[config.mk]
export PLATFORM = sky130hd
export DESIGN_NAME = varint_number_pair_decoder_flat
export DESIGN_NICKNAME = d
export VERILOG_FILES = /design/src/vnd_pkg.sv /design/src/vnd_byte_if.sv /design/src/vnd_result_if.sv /design/src/vnd_cfg_if.sv /design/src/vnd_front.sv /design/src/vnd_queue.sv /design/src/vnd_back.sv /design/src/varint_number_pair_decoder.sv /design/src/flat_wrapper.sv
export SDC_FILE = /design/constraint.sdc
export NUM_CORES = 1
export LEC_CHECK = 0
export BUFFER_PORTS_ARGS = -buffer_cell sky130_fd_sc_hd__buf_2
export CAP_MARGIN = 20
export CORE_ASPECT_RATIO = 1.75
export CORE_MARGIN = 2
export CORE_UTILIZATION = 62
export CTS_BUF_LIST = sky130_fd_sc_hd__clkbuf_4 sky130_fd_sc_hd__clkbuf_8 sky130_fd_sc_hd__clkbuf_16
export DETAILED_ROUTE_END_ITERATION = 8
export PLACE_DENSITY = 0.95
export SYNTH_ARGS = -nofsm -noshare
export SYNTH_HDL_FRONTEND = slang
export SYNTH_SLANG_ARGS = --single-unit
export TNS_END_PERCENT = 20
[constraint.sdc]
create_clock -name clk -period 12.7 [get_ports clk]
set_input_delay 1.27 -clock clk [delete_from_list [all_inputs] [get_ports clk]]
set_output_delay 1.27 -clock clk [all_outputs]
set_load 0.05 [all_outputs]
[src/vnd_pkg.sv]
package vnd_pkg;

  // Field widths of the result item and of the per-code state.
  localparam int FIRST_W  = 34;
  localparam int SECOND_W = 36;
  localparam int COUNT_W  = 4;
  localparam logic [COUNT_W-1:0] COUNT_MAX = 4'd15;

  // Result status codes.
  localparam logic [1:0] STATUS_OK       = 2'd0;
  localparam logic [1:0] STATUS_ILLEGAL  = 2'd1;
  localparam logic [1:0] STATUS_TOO_LONG = 2'd2;

  // Top two bits of a coded byte.
  localparam logic [1:0] TOP_ILLEGAL = 2'b11;

  // Depth of the queue between front and back (a power of two).
  localparam int QUEUE_DEPTH = 2;

  // What the front decided about one byte.
  typedef enum logic [1:0] {
    KIND_MORE,
    KIND_CLOSE,
    KIND_ILLEGAL
  } kind_t;

  typedef struct packed {
    kind_t      kind;
    logic       pair;
    logic [6:0] bits;
  } entry_t;

  typedef struct packed {
    logic   valid;
    entry_t entry;
  } push_t;

endpackage

[src/vnd_byte_if.sv]
interface vnd_byte_if;
  logic       valid;
  logic       ready;
  logic [7:0] byte_in;

  modport source (output valid, output byte_in, input ready);
  modport sink (input valid, input byte_in, output ready);
endinterface

[src/vnd_result_if.sv]
interface vnd_result_if;
  logic        valid;
  logic        ready;
  logic [33:0] main_value;
  logic [35:0] second_value;
  logic [1:0]  status;

  modport source (output valid, output main_value, output second_value, output status,
                  input ready);
  modport sink (input valid, input main_value, input second_value, input status,
                output ready);
endinterface

[src/vnd_cfg_if.sv]
interface vnd_cfg_if;
  logic valid;
  logic ready;
  logic format_mode;

  modport source (output valid, output format_mode, input ready);
  modport sink (input valid, input format_mode, output ready);
endinterface

[src/vnd_front.sv]
module vnd_front (
  input  logic             clk,
  input  logic             rst_n,
  vnd_byte_if.sink         in_bytes,
  vnd_cfg_if.sink          cfg_wr,
  input  logic             queue_full,
  output vnd_pkg::push_t   push
);

  logic mode_r;
  logic mode_nxt;

  assign cfg_wr.ready = 1'b1;
  assign mode_nxt = (cfg_wr.valid && cfg_wr.ready) ? cfg_wr.format_mode : mode_r;

  always_ff @(posedge clk) begin
    if (!rst_n) begin
      mode_r <= 1'b0;
    end else begin
      mode_r <= mode_nxt;
    end
  end

  assign in_bytes.ready = !queue_full;

  // The mode is sampled with each byte, so every byte carries its own mode.
  always_comb begin
    push.valid      = in_bytes.valid && in_bytes.ready;
    push.entry.pair = mode_r;
    push.entry.bits = in_bytes.byte_in[6:0];
    if (in_bytes.byte_in[7:6] == vnd_pkg::TOP_ILLEGAL) begin
      push.entry.kind = vnd_pkg::KIND_ILLEGAL;
    end else if (in_bytes.byte_in[7]) begin
      push.entry.kind = vnd_pkg::KIND_CLOSE;
    end else begin
      push.entry.kind = vnd_pkg::KIND_MORE;
    end
  end

endmodule

[src/vnd_queue.sv]
module vnd_queue (
  input  logic             clk,
  input  logic             rst_n,
  input  vnd_pkg::push_t   push,
  output logic             full,
  output logic             out_valid,
  output vnd_pkg::entry_t  out_entry,
  input  logic             pop
);

  localparam int DEPTH = vnd_pkg::QUEUE_DEPTH;
  localparam int PTR_W = (DEPTH > 1) ? $clog2(DEPTH) : 1;
  localparam int CNT_W = $clog2(DEPTH + 1);
  localparam logic [CNT_W-1:0] CNT_FULL = CNT_W'(DEPTH);

  vnd_pkg::entry_t  store_r [DEPTH];
  logic [PTR_W-1:0] wr_ptr_r;
  logic [PTR_W-1:0] wr_ptr_nxt;
  logic [PTR_W-1:0] rd_ptr_r;
  logic [PTR_W-1:0] rd_ptr_nxt;
  logic [CNT_W-1:0] count_r;
  logic [CNT_W-1:0] count_nxt;
  logic             do_push;
  logic             do_pop;

  assign full      = (count_r == CNT_FULL);
  assign out_valid = (count_r != '0);
  assign out_entry = store_r[rd_ptr_r];
  assign do_push   = push.valid && !full;
  assign do_pop    = pop && out_valid;

  always_comb begin
    wr_ptr_nxt = do_push ? wr_ptr_r + 1'b1 : wr_ptr_r;
    rd_ptr_nxt = do_pop ? rd_ptr_r + 1'b1 : rd_ptr_r;
    count_nxt  = count_r;
    if (do_push && !do_pop) begin
      count_nxt = count_r + 1'b1;
    end else if (do_pop && !do_push) begin
      count_nxt = count_r - 1'b1;
    end
  end

  always_ff @(posedge clk) begin
    if (!rst_n) begin
      wr_ptr_r <= '0;
      rd_ptr_r <= '0;
      count_r  <= '0;
    end else begin
      wr_ptr_r <= wr_ptr_nxt;
      rd_ptr_r <= rd_ptr_nxt;
      count_r  <= count_nxt;
    end
  end

  always_ff @(posedge clk) begin
    if (do_push) begin
      store_r[wr_ptr_r] <= push.entry;
    end
  end

  a_count_bound: assert property (@(posedge clk) disable iff (!rst_n)
    count_r <= CNT_FULL)
    else $error("queue count above depth");

  a_push_grows: assert property (@(posedge clk) disable iff (!rst_n)
    (do_push && !do_pop) |=> (count_r == $past(count_r) + 1'b1))
    else $error("queue count did not grow on push");

endmodule

[src/vnd_back.sv]
module vnd_back #(
  parameter int MAX_NUMBER_BYTES = 5,
  parameter int MAX_PAIR_BYTES   = 9
) (
  input  logic             clk,
  input  logic             rst_n,
  input  logic             q_valid,
  input  vnd_pkg::entry_t  q_entry,
  output logic             q_pop,
  vnd_result_if.source     out_result
);

  localparam int FW = vnd_pkg::FIRST_W;
  localparam int SW = vnd_pkg::SECOND_W;
  localparam int CW = vnd_pkg::COUNT_W;
  localparam logic [CW:0] NUMBER_LIMIT = (CW+1)'(MAX_NUMBER_BYTES);
  localparam logic [CW:0] PAIR_LIMIT   = (CW+1)'(MAX_PAIR_BYTES);

  logic [FW-1:0] first_r;
  logic [FW-1:0] first_nxt;
  logic [SW-1:0] second_r;
  logic [SW-1:0] second_nxt;
  logic [CW-1:0] count_r;
  logic [CW-1:0] count_nxt;
  logic [CW-1:0] count_inc;
  logic [FW-1:0] first_acc;
  logic [SW-1:0] second_acc;
  logic          too_long;

  logic          out_valid_r;
  logic          out_valid_nxt;
  logic [FW-1:0] main_r;
  logic [FW-1:0] main_nxt;
  logic [SW-1:0] sec_r;
  logic [SW-1:0] sec_nxt;
  logic [1:0]    status_r;
  logic [1:0]    status_nxt;
  logic          out_free;

  // The output register takes a new result whenever it is empty or being drained.
  assign out_free = !out_valid_r || out_result.ready;
  assign q_pop    = q_valid && out_free;

  assign count_inc = (count_r == vnd_pkg::COUNT_MAX) ? count_r : count_r + 1'b1;

  // Shift-and-or accumulation, trimmed to the accumulator widths.
  always_comb begin
    first_acc  = first_r;
    second_acc = second_r;
    if (q_entry.pair) begin
      if (q_entry.kind == vnd_pkg::KIND_CLOSE) begin
        first_acc = {first_r[FW-3:0], q_entry.bits[5:4]};
      end else begin
        first_acc = {first_r[FW-4:0], q_entry.bits[6:4]};
      end
      second_acc = {second_r[SW-5:0], q_entry.bits[3:0]};
    end else begin
      if (q_entry.kind == vnd_pkg::KIND_CLOSE) begin
        first_acc = {first_r[FW-7:0], q_entry.bits[5:0]};
      end else begin
        first_acc = {first_r[FW-8:0], q_entry.bits[6:0]};
      end
    end
    too_long = {1'b0, count_inc} > (q_entry.pair ? PAIR_LIMIT : NUMBER_LIMIT);
  end

  always_comb begin
    first_nxt     = first_r;
    second_nxt    = second_r;
    count_nxt     = count_r;
    out_valid_nxt = out_valid_r && !out_result.ready;
    main_nxt      = main_r;
    sec_nxt       = sec_r;
    status_nxt    = status_r;
    if (q_pop) begin
      unique case (q_entry.kind)
        vnd_pkg::KIND_MORE: begin
          first_nxt  = first_acc;
          second_nxt = second_acc;
          count_nxt  = count_inc;
        end
        vnd_pkg::KIND_CLOSE: begin
          first_nxt     = '0;
          second_nxt    = '0;
          count_nxt     = '0;
          out_valid_nxt = 1'b1;
          if (too_long) begin
            main_nxt   = '0;
            sec_nxt    = '0;
            status_nxt = vnd_pkg::STATUS_TOO_LONG;
          end else begin
            main_nxt   = first_acc;
            sec_nxt    = q_entry.pair ? second_acc : '0;
            status_nxt = vnd_pkg::STATUS_OK;
          end
        end
        vnd_pkg::KIND_ILLEGAL: begin
          first_nxt     = '0;
          second_nxt    = '0;
          count_nxt     = '0;
          out_valid_nxt = 1'b1;
          main_nxt      = '0;
          sec_nxt       = '0;
          status_nxt    = vnd_pkg::STATUS_ILLEGAL;
        end
        default: begin
          first_nxt = first_r;
        end
      endcase
    end
  end

  always_ff @(posedge clk) begin
    if (!rst_n) begin
      first_r     <= '0;
      second_r    <= '0;
      count_r     <= '0;
      out_valid_r <= 1'b0;
    end else begin
      first_r     <= first_nxt;
      second_r    <= second_nxt;
      count_r     <= count_nxt;
      out_valid_r <= out_valid_nxt;
    end
  end

  always_ff @(posedge clk) begin
    main_r   <= main_nxt;
    sec_r    <= sec_nxt;
    status_r <= status_nxt;
  end

  assign out_result.valid        = out_valid_r;
  assign out_result.main_value   = main_r;
  assign out_result.second_value = sec_r;
  assign out_result.status       = status_r;

  a_illegal_result: assert property (@(posedge clk) disable iff (!rst_n)
    (q_pop && q_entry.kind == vnd_pkg::KIND_ILLEGAL)
      |=> (out_valid_r && status_r == vnd_pkg::STATUS_ILLEGAL && count_r == '0))
    else $error("illegal byte did not give an illegal result");

  a_error_zero: assert property (@(posedge clk) disable iff (!rst_n)
    (out_valid_r && status_r != vnd_pkg::STATUS_OK) |-> (main_r == '0 && sec_r == '0))
    else $error("error result carries nonzero values");

  a_no_pop_blocked: assert property (@(posedge clk) disable iff (!rst_n)
    (out_valid_r && !out_result.ready) |-> !q_pop)
    else $error("entry taken while result is held");

endmodule

[src/varint_number_pair_decoder.sv]
// Channel     Direction  Handshake     Payload
// in_bytes    in         valid/ready   byte_in[7:0]
// out_result  out        valid/ready   main_value[33:0], second_value[35:0], status[1:0]
// cfg_wr      in         valid/ready   format_mode (ready is always high)
//
// One byte is taken every clock cycle when the result side keeps up.
// A result is presented once its closing or illegal byte has been taken,
// has waited in the front-to-back queue and has then been loaded into the
// output register, from which it can be taken.
// rst_n is synchronous and active low; it clears the mode, the queue and the
// code being built. If out_result stalls, the two-entry queue fills and then
// in_bytes.ready drops until the held result is taken.
module varint_number_pair_decoder #(
  parameter int MAX_NUMBER_BYTES = 5,
  parameter int MAX_PAIR_BYTES   = 9
) (
  input  logic          clk,
  input  logic          rst_n,
  vnd_byte_if.sink      in_bytes,
  vnd_cfg_if.sink       cfg_wr,
  vnd_result_if.source  out_result
);

  // The front holds the mode register and sorts each byte into more data,
  // a closing byte or an illegal byte, tagging it with the current mode.
  vnd_pkg::push_t  push;
  logic            queue_full;

  // The queue lets the front keep taking bytes while the back is stalled by
  // a result that has not yet been taken.
  logic            q_valid;
  vnd_pkg::entry_t q_entry;
  logic            q_pop;

  vnd_front u_front (
    .clk        (clk),
    .rst_n      (rst_n),
    .in_bytes   (in_bytes),
    .cfg_wr     (cfg_wr),
    .queue_full (queue_full),
    .push       (push)
  );

  vnd_queue u_queue (
    .clk       (clk),
    .rst_n     (rst_n),
    .push      (push),
    .full      (queue_full),
    .out_valid (q_valid),
    .out_entry (q_entry),
    .pop       (q_pop)
  );

  // The back accumulates the code and fills the output register. The byte
  // count saturates at fifteen, and a closing byte whose count exceeds the
  // limit of its mode reports a code that is too long with zero values.
  vnd_back #(
    .MAX_NUMBER_BYTES (MAX_NUMBER_BYTES),
    .MAX_PAIR_BYTES   (MAX_PAIR_BYTES)
  ) u_back (
    .clk        (clk),
    .rst_n      (rst_n),
    .q_valid    (q_valid),
    .q_entry    (q_entry),
    .q_pop      (q_pop),
    .out_result (out_result)
  );

endmodule
[src/flat_wrapper.sv]
// flat-port wrapper written by rule: the top's interface ports become plain ports
module varint_number_pair_decoder_flat 
#(
  parameter int MAX_NUMBER_BYTES = 5,
  parameter int MAX_PAIR_BYTES   = 9
)
  (clk, rst_n, in_bytes_valid, in_bytes_byte_in, in_bytes_ready, cfg_wr_valid, cfg_wr_format_mode, cfg_wr_ready, out_result_valid, out_result_main_value, out_result_second_value, out_result_status, out_result_ready);
  vnd_byte_if in_bytes_i ();
  vnd_cfg_if cfg_wr_i ();
  vnd_result_if out_result_i ();
  input  logic clk;
  input  logic rst_n;
  input wire logic [$bits(in_bytes_i.valid)-1:0] in_bytes_valid;
  input wire logic [$bits(in_bytes_i.byte_in)-1:0] in_bytes_byte_in;
  output wire logic [$bits(in_bytes_i.ready)-1:0] in_bytes_ready;
  input wire logic [$bits(cfg_wr_i.valid)-1:0] cfg_wr_valid;
  input wire logic [$bits(cfg_wr_i.format_mode)-1:0] cfg_wr_format_mode;
  output wire logic [$bits(cfg_wr_i.ready)-1:0] cfg_wr_ready;
  output wire logic [$bits(out_result_i.valid)-1:0] out_result_valid;
  output wire logic [$bits(out_result_i.main_value)-1:0] out_result_main_value;
  output wire logic [$bits(out_result_i.second_value)-1:0] out_result_second_value;
  output wire logic [$bits(out_result_i.status)-1:0] out_result_status;
  input wire logic [$bits(out_result_i.ready)-1:0] out_result_ready;
  assign in_bytes_i.valid = in_bytes_valid;
  assign in_bytes_i.byte_in = in_bytes_byte_in;
  assign in_bytes_ready = in_bytes_i.ready;
  assign cfg_wr_i.valid = cfg_wr_valid;
  assign cfg_wr_i.format_mode = cfg_wr_format_mode;
  assign cfg_wr_ready = cfg_wr_i.ready;
  assign out_result_valid = out_result_i.valid;
  assign out_result_main_value = out_result_i.main_value;
  assign out_result_second_value = out_result_i.second_value;
  assign out_result_status = out_result_i.status;
  assign out_result_i.ready = out_result_ready;
  varint_number_pair_decoder #(.MAX_NUMBER_BYTES(MAX_NUMBER_BYTES), .MAX_PAIR_BYTES(MAX_PAIR_BYTES)) u_core (.clk(clk), .rst_n(rst_n), .in_bytes(in_bytes_i), .cfg_wr(cfg_wr_i), .out_result(out_result_i));
endmodule
==> out/qor.txt, run 1 <==
========================================================================
Largest net degree at the start of global routing                     65
GRT Overall Usage                                                  24.6%
Layout overhead on the synthesized area                            14.7%
Leading post-synthesis cells by cell area                   sky130_fd_sc_hd__edfxtp_1 (40%), sky130_fd_sc_hd__dfxtp_1 (22%), sky130_fd_sc_hd__mux2i_1 (10%)
Number of nets in the finished design                                610
# resized after CTS                                                    0
YS warnings                                                            0
Y dimension of the die                                            144 µm
Total of flip-flops plus latches after synthesis                     167
Leading cell type in the layout, fill and taps excluded     sky130_fd_sc_hd__edfxtp_1
Fill cell total of the finished layout                               668
Final HPWL from detailed placement                               9.43 mm
Endpoints failing hold                                                 0
Die Area                                                       12100 µm²
Fraction of power consumed by combinational cells                  37.8%
Post-route design area                                          7940 µm²
Time the final worst path needs with I/O delays and setup        3.56 ns
Total number of vias                                                4654
Clock Skew                                                    0.00909 ns
Router iterations before antenna repair                                5
Boundary pin count                                                    89
Core Box Area                                                  11000 µm²
Count of final setup violators                                         0
Latest clock arrival within the worst-skew pair                  0.43 ns
Detail Route Antenna Nets                                              0
Switching portion of total power                                   43.3%
Leak pwr                                                         3.34 nW
DRC                                                                    0
First-pass GRT wire length                                       23.0 mm
Ratio of cells with drive above 1 in the final layout              23.4%
Element type at the critical path end                           register
Net count of the mapped netlist                                      534
Mean cell area of the mapped netlist                            13.5 µm²
Sequential fraction of the synthesis area                          61.6%
Clock-pin slew on the worst setup and hold paths                 0.07 ns
Number of cells after detailed placement                             700
Maximum achievable frequency                                     281 MHz
Area fraction of the dominant cell type after synthesis            39.9%
TNS Setup                                                           0 ns
Clock buffer depth                                                     2
Data arrival time of the critical path                           3.86 ns
Net switching power of the design                               0.895 mW
Result of the run                                           finished, final reports clean
Number of buffers inserted to repair setup after CTS                   0
Cell area after synthesis                                       6920 µm²
Total placed instance area                                      7290 µm²
Floorplan row count                                                   51
Maximum fanout count along the critical path                          51
Antenna violations before repair                                       0
Final Wtd Congestion                                               0.888
Top cell type by total area after synthesis                 sky130_fd_sc_hd__edfxtp_1
Number of maximum-capacitance constraint violations                    0
Final worst path period share                                      28.0%
Routed len/inst                                                  19.9 µm
Via count of the first global-routing pass                          4614
Final-report max-slew violation count                                  0
Avg Vias per Cell                                                   6.34
Clock tree from TritonCTS                                          built
Share of flip-flops with an asynchronous set or reset                 0%
Number of distinct library cells after synthesis                      49
Cts hold-fix bufs                                                      0
Worst min path class                                        register to register
Gr ovfl total                                                          0
Fraction of power consumed by sequential logic                     37.6%
Slew at the pin closest to its max-slew limit                    1.14 ns
Library cell used as clock root buffer                      sky130_fd_sc_hd__clkbuf_16
Number of diodes added for antenna fixing                              0
Main synth FF type                                          sky130_fd_sc_hd__edfxtp_1
Final Total Pwr                                                  2.07 mW
Final cell count without fillers                                     734
Clock buffers created by TritonCTS                                    17
Cell internal pwr                                                1.17 mW
Initial DRC Count                                                    386
Max transition margin                                              23.7%
Depth of the CTS H-tree                                                4
Clock net sink count                                                 167
Number of flops mapped to enable cells by yosys                       92
Die width                                                        83.9 µm
Cell area power density                                       260 nW/µm²
CP Class                                                    register to register
Worst path required time                                        13.00 ns
Synthesized instance count                                           513
Final WL                                                         14.6 mm
Most frequent cells in the layout                           sky130_fd_sc_hd__edfxtp_1 (92), sky130_fd_sc_hd__buf_2 (87), sky130_fd_sc_hd__dfxtp_1 (75)
Setup repair after global routing missed its margin                false
Clock share of power                                               24.6%
Kind of start point of the critical path                        register
Worst VDD drop                                                  0.179 mV
Starting Density                                                   62.7%
Input/output buffers                                                  87
========================================================================
[path summary, 6_finish.rpt]
kind	from	to	slack (ns)	cells past startpoint
min	u_core.u_front.mode_r$_SDFFE_PN0P_	u_core.u_queue.store_r[1][7]$_DFFE_PP_	0.47	0
min reg2reg	u_core.u_front.mode_r$_SDFFE_PN0P_	u_core.u_queue.store_r[1][7]$_DFFE_PP_	0.47	0
max	register	u_core.u_back.out_result.second_value[22]$_SDFFCE_PP0P_	9.14	9
max reg2reg	register	u_core.u_back.out_result.second_value[22]$_SDFFCE_PP0P_	9.14	9
[stage by stage]
step                hold WS [ns]  setup slack (ns)  utilization (%)
finish                     0.465              9.14             71.9
global route               0.488              8.96             71.9
CTS                        0.466              8.77             71.5
detailed placement         0.450              8.79             66.1
global placement           0.441              9.03             66.1
floorplan                  0.425              7.48                -
[state kept, by name, summed over array words and instances, names as in the netlist, named ones only]
| register | cells |
|---|---|
| u_core.u_queue.rd_ptr_r | 1 |
| u_core.u_back.out_result.valid | 1 |
| u_core.u_queue.count_r | 2 |
| u_core.u_back.out_result.status | 2 |
| u_core.u_back.first_r | 32 |
| u_core.u_back.out_result.main_value | 34 |
| u_core.u_queue.store_r | 20 |
| u_core.u_back.count_r | 4 |
| u_core.u_front.mode_r | 1 |
| u_core.u_back.second_r | 32 |
| u_core.u_queue.wr_ptr_r | 1 |
| u_core.u_back.out_result.second_value | 36 |
[worst max-delay path: stages, from the launching register on]
cell,delay (ns)
sky130_fd_sc_hd__dfxtp_1,0.75
sky130_fd_sc_hd__mux2i_2,0.28
sky130_fd_sc_hd__buf_4,0.31
sky130_fd_sc_hd__inv_2,0.22
sky130_fd_sc_hd__ha_1,0.39
sky130_fd_sc_hd__nand3_1,0.10
sky130_fd_sc_hd__mux2i_1,0.15
sky130_fd_sc_hd__a211oi_4,0.52
sky130_fd_sc_hd__buf_4,0.46
sky130_fd_sc_hd__and3_1,0.24
[Yosys cell counts, types with 2 or more instances]
cell type	count
sky130_fd_sc_hd__edfxtp_1	92
sky130_fd_sc_hd__dfxtp_1	75
sky130_fd_sc_hd__mux2i_1	69
sky130_fd_sc_hd__a22o_1	51
sky130_fd_sc_hd__and3_1	38
sky130_fd_sc_hd__and2_1	30
sky130_fd_sc_hd__nand2_1	22
sky130_fd_sc_hd__buf_6	15
sky130_fd_sc_hd__nor2b_1	12
sky130_fd_sc_hd__clkbuf_1	11
sky130_fd_sc_hd__nor2_1	11
sky130_fd_sc_hd__ha_1	7
sky130_fd_sc_hd__buf_4	6
sky130_fd_sc_hd__o21ai_0	6
sky130_fd_sc_hd__o2bb2ai_1	6
sky130_fd_sc_hd__a32oi_1	5
sky130_fd_sc_hd__inv_1	4
sky130_fd_sc_hd__nand3_1	4
sky130_fd_sc_hd__nor3_1	4
sky130_fd_sc_hd__a21boi_0	3
sky130_fd_sc_hd__a22oi_1	3
sky130_fd_sc_hd__buf_2	3
sky130_fd_sc_hd__o21a_1	3
sky130_fd_sc_hd__xnor2_1	3
sky130_fd_sc_hd__a31oi_1	2
sky130_fd_sc_hd__and3_2	2
sky130_fd_sc_hd__inv_2	2
sky130_fd_sc_hd__nor4_1	2
sky130_fd_sc_hd__or3_1	2
[power groups by stage]
stage / Combinational, mW / Sequential, mW / Clock, mW
3_5_place_dp: 0.758 / 0.788 / 0
2_1_floorplan: 0.323 / 1.10 / 0
5_1_grt: 0.818 / 0.788 / 0.535
4_1_cts: 0.767 / 0.778 / 0.511
6_report: 0.781 / 0.777 / 0.507
3_3_place_gp: 0.739 / 0.781 / 0
[area by class of cell]
| type | instances | area, µm² | area share [%] |
|---|---|---|---|
| Sequential cell | 167 | 4260 | 53.7 |
| Multi-Input combinational cell | 304 | 2380 | 29.9 |
| Timing Repair Buffer | 93 | 513 | 6.46 |
| Clock buffer | 17 | 425 | 5.36 |
| Clock inverter | 15 | 175 | 2.21 |
| Tap cell | 132 | 165 | 2.08 |
| Inverter | 6 | 22.5 | 0.284 |
[logic make-up after synthesis]
logic type	count (synthesis)	share of synthesized area (%)
adder cells (fa/ha/maj)	7	1.27
flip-flops	167	61.6
XOR/XNOR	4	0.506
AO/OA/AOI/OAI	87	10.6
multiplexers	70	10.3
other	1	0.0542
AND/OR/NAND/NOR	135	11.2
buffers and inverters	42	4.45
[metal layers]
layer | wire, µm | global-route usage (%)
met5 | 0 | 0
met4 | 733 | 14.3
met3 | 834 | 5.69
met2 | 7700 | 43.2
met1 | 5320 | 27.3
Power figures use the tool's default switching activity.
==> run 2, diff against run 1 <==
--- a/config.mk
+++ b/config.mk
@@ -5,14 +5,15 @@
 export SDC_FILE = /design/constraint.sdc
 export NUM_CORES = 1
 export LEC_CHECK = 0
+export ABC_AREA = 1
 export BUFFER_PORTS_ARGS = -buffer_cell sky130_fd_sc_hd__buf_2
 export CAP_MARGIN = 20
 export CORE_ASPECT_RATIO = 1.75
 export CORE_MARGIN = 2
-export CORE_UTILIZATION = 62
+export CORE_UTILIZATION = 52
 export CTS_BUF_LIST = sky130_fd_sc_hd__clkbuf_4 sky130_fd_sc_hd__clkbuf_8 sky130_fd_sc_hd__clkbuf_16
 export DETAILED_ROUTE_END_ITERATION = 8
-export PLACE_DENSITY = 0.95
+export PLACE_DENSITY = 0.87
 export SYNTH_ARGS = -nofsm -noshare
 export SYNTH_HDL_FRONTEND = slang
 export SYNTH_SLANG_ARGS = --single-unit
==> constraint.sdc (replaced) <==
create_clock -name clk -period 3.2 [get_ports clk]
set_input_delay 0.32 -clock clk [delete_from_list [all_inputs] [get_ports clk]]
set_output_delay 0.32 -clock clk [all_outputs]
set_load 0.05 [all_outputs]
==> run 2 against run 1 <==
Compared with the run above: final cell count up 52%; largest cell class unchanged; core utilization down 10 points; final area increased by 6.6%; total power rose to 4.7 times the previous value; register-to-register slack lost 8.4 ns; area after synthesis increased by 5.2%; critical path type unchanged; global-route usage down 2.4 points; worst hold slack worse by 0.39 ns.
==> out/qor.txt, run 2 <==
========================================================================
Cts hold-fix bufs                                                      0
Final cell count without fillers                                    1113
Maximum cell stage delay along the critical path                 0.39 ns
Fraction of power consumed by combinational cells                  44.8%
Main synth FF type                                          sky130_fd_sc_hd__edfxtp_1
Net switching power of the design                                4.58 mW
Data arrival time of the critical path                           2.63 ns
Number of flops mapped to enable cells by yosys                       92
Total of flip-flops plus latches after synthesis                     167
Number of diodes added for antenna fixing                              0
Avg Vias per Cell                                                   5.22
Y dimension of the die                                            161 µm
Number of buffers inserted to repair setup after CTS                   0
Final WL                                                         16.0 mm
Final worst-path setup slack                                    0.739 ns
DRC                                                                    0
Floorplan row count                                                   57
Cells along the critical path                               inv_2 -> or2_2 -> o21ai_0 -> inv_1 -> ha_1 -> buf_4 -> o21ai_0 -> o21ai_1 -> nor2b_1
Sequential fraction of the synthesis area                          58.6%
Final HPWL from detailed placement                               10.0 mm
Max reg flops                                                         36
Starting Density                                                   52.9%
Number of maximum-capacitance constraint violations                    0
Clock tree from TritonCTS                                          built
Clock-pin slew on the worst setup and hold paths                 0.06 ns
Depth of the CTS H-tree                                                4
Worst min path class                                        input pin to register
Net count of the mapped netlist                                      873
Cell internal pwr                                                5.19 mW
Cell area power density                                      1150 nW/µm²
Number of distinct library cells after synthesis                      27
Slew at the pin closest to its max-slew limit                   0.870 ns
List of most frequent post-synthesis cells                  sky130_fd_sc_hd__nand2_1 (262), sky130_fd_sc_hd__inv_1 (97), sky130_fd_sc_hd__edfxtp_1 (92)
TNS Setup                                                           0 ns
Terminating pin of the worst hold path                      u_core.u_front.mode_r$_SDFFE_PN0P_
Detail Route Antenna Nets                                              0
# resized after CTS                                                    0
Dominant cell type by count on the critical path            sky130_fd_sc_hd__o21ai_0
Worst VDD drop                                                  0.624 mV
Final Hold Slack                                               0.0743 ns
Initial DRC Count                                                    529
Leak pwr                                                         3.25 nW
Time the final worst path needs with I/O delays and setup        2.46 ns
Max transition margin                                              41.8%
Final Wtd Congestion                                               0.885
Worst reg2reg endpoint                                      u_core.u_back.out_result.main_value[30]$_SDFFCE_PP0P_
Cell count of the worst reg-to-reg path                                9
Fill cell total of the finished layout                              1094
Synthesized instance count                                           852
Final core area utilization                                        61.5%
Share of flip-flops with an asynchronous set or reset                 0%
Leading cell type in the layout, fill and taps excluded     sky130_fd_sc_hd__nand2_1
Worst reg2reg setup slack                                        0.74 ns
Clock share of power                                               21.9%
Most frequent cell after synthesis                          sky130_fd_sc_hd__nand2_1
Routed len/inst                                                  14.4 µm
Leading post-synthesis cells by cell area                   sky130_fd_sc_hd__edfxtp_1 (38%), sky130_fd_sc_hd__dfxtp_1 (21%), sky130_fd_sc_hd__nand2_1 (14%)
Result of the run                                           finished, final reports clean
Input/output buffers                                                  87
Count of final setup violators                                         0
Via count of the first global-routing pass                          5678
Endpoints failing hold                                                 0
Hold wc startpoint                                          cfg_wr_valid
Most frequent cells in the layout                           sky130_fd_sc_hd__nand2_1 (262), sky130_fd_sc_hd__inv_1 (96), sky130_fd_sc_hd__edfxtp_1 (92)
Die width                                                        93.4 µm
YS warnings                                                            0
Clock buffers created by TritonCTS                                    17
Switching portion of total power                                   46.9%
Cell area after synthesis                                       7280 µm²
Worst path required time                                         3.37 ns
Mean cell area of the mapped netlist                            8.54 µm²
Final Total Pwr                                                  9.77 mW
Number of cells after detailed placement                            1081
Fraction of power consumed by sequential logic                     33.3%
Element type at the critical path end                           register
Maximum fanout count along the critical path                          38
Largest net degree at the start of global routing                     59
Worst hold path cell count                                             2
CP Class                                                    register to register
Final-report max-slew violation count                                  0
Number of nets in the finished design                                944
DP Worst Slack                                                  0.862 ns
First-pass GRT wire length                                       26.0 mm
Setup repair after global routing missed its margin                false
Die Area                                                       15000 µm²
Top cell type by total area after synthesis                 sky130_fd_sc_hd__edfxtp_1
Boundary pin count                                                    89
Antenna violations before repair                                       0
Area fraction of the dominant cell type after synthesis            38.0%
Latest clock arrival within the worst-skew pair                  0.43 ns
Router iterations before antenna repair                                6
Core Box Area                                                  13800 µm²
Slowest-stage cell, CP                                      sky130_fd_sc_hd__o21ai_0
Library cell used as clock root buffer                      sky130_fd_sc_hd__clkbuf_16
Maximum achievable frequency                                     406 MHz
Kind of start point of the critical path                        register
Post-route design area                                          8470 µm²
Clock net sink count                                                 167
Total placed instance area                                      7850 µm²
GRT Overall Usage                                                  22.2%
Ratio of cells with drive above 1 in the final layout              15.6%
Clock buffer depth                                                     2
Layout overhead on the synthesized area                            16.3%
Total number of vias                                                5808
Clock Skew                                                    0.00600 ns
Gr ovfl total                                                          0
Final worst path period share                                      76.9%
========================================================================
-- run 2: worst max-delay path by stage --
stage	start	end	slack [ns]	cells past startpoint
final	register	u_core.u_back.out_result.main_value[30]$_SDFFCE_PP0P_	0.74	9
after global routing	register	u_core.u_back.out_result.main_value[26]$_SDFFCE_PP0P_	0.58	9
after CTS	register	u_core.u_back.out_result.main_value[30]$_SDFFCE_PP0P_	0.78	9
after detailed placement	register	u_core.u_back.out_result.main_value[26]$_SDFFCE_PP0P_	0.86	9
after global placement	register	u_core.u_back.out_result.main_value[30]$_SDFFCE_PP0P_	0.94	9
after floorplan	register	u_core.u_back.out_result.main_value[0]$_SDFFCE_PP0P_	0.47	6
-- run 2: critical path: cells and delay by family, from the launching register on --
kind | cells | cell delay, ns
DFF | 1 | 0.35
buffers and inverters | 3 | 0.46
adders and majority gates | 1 | 0.26
AOI/OAI and AO/OA | 3 | 0.69
and+or+nand+nor | 2 | 0.45
-- run 2: cells by family (layout without fill, tap and decap cells) --
kind of cell    Yosys count  count (layout)  share of synthesized area [%]
compound gates          134             134                           9.56
xor+xnor                  2               2                          0.241
fa+ha+maj                 7               7                           1.20
buf+inv                 149             233                           8.39
flops                   167             167                           58.6
other cells               1               1                         0.0515
simple gates            392             392                           22.0
-- run 2: layer usage --
metal	part of all wire [%]	up-vias	GRT usage [%]	wire length (µm)
li1	-	2839	-	-
met1	37	2675	24.5	5940
met2	52	235	37.6	8380
met3	5.3	59	4.74	842
met4	5.2	0	15.0	835
met5	0	-	0	0
-- run 2: area by class of cell --
class                      count  area (µm²)  share of cell area (%)
tap                          177         221                    2.62
timing repair buffer         100         558                    6.59
multi-input combinational    536        2430                    28.7
sequential                   167        4260                    50.4
inverter                     101         379                    4.48
clock inverter                15         191                    2.26
clock buffer                  17         425                    5.02
-- run 2: power groups by stage --
| stage | Combinational (mW) | Clock (mW) | Sequential, mW |
|---|---|---|---|
| 2_1_floorplan | 1.81 | 0 | 4.81 |
| 3_3_place_gp | 4.27 | 0 | 3.28 |
| 3_5_place_dp | 4.34 | 0 | 3.29 |
| 4_1_cts | 4.37 | 2.16 | 3.26 |
| 5_1_grt | 4.67 | 2.25 | 3.30 |
| 6_report | 4.37 | 2.14 | 3.25 |
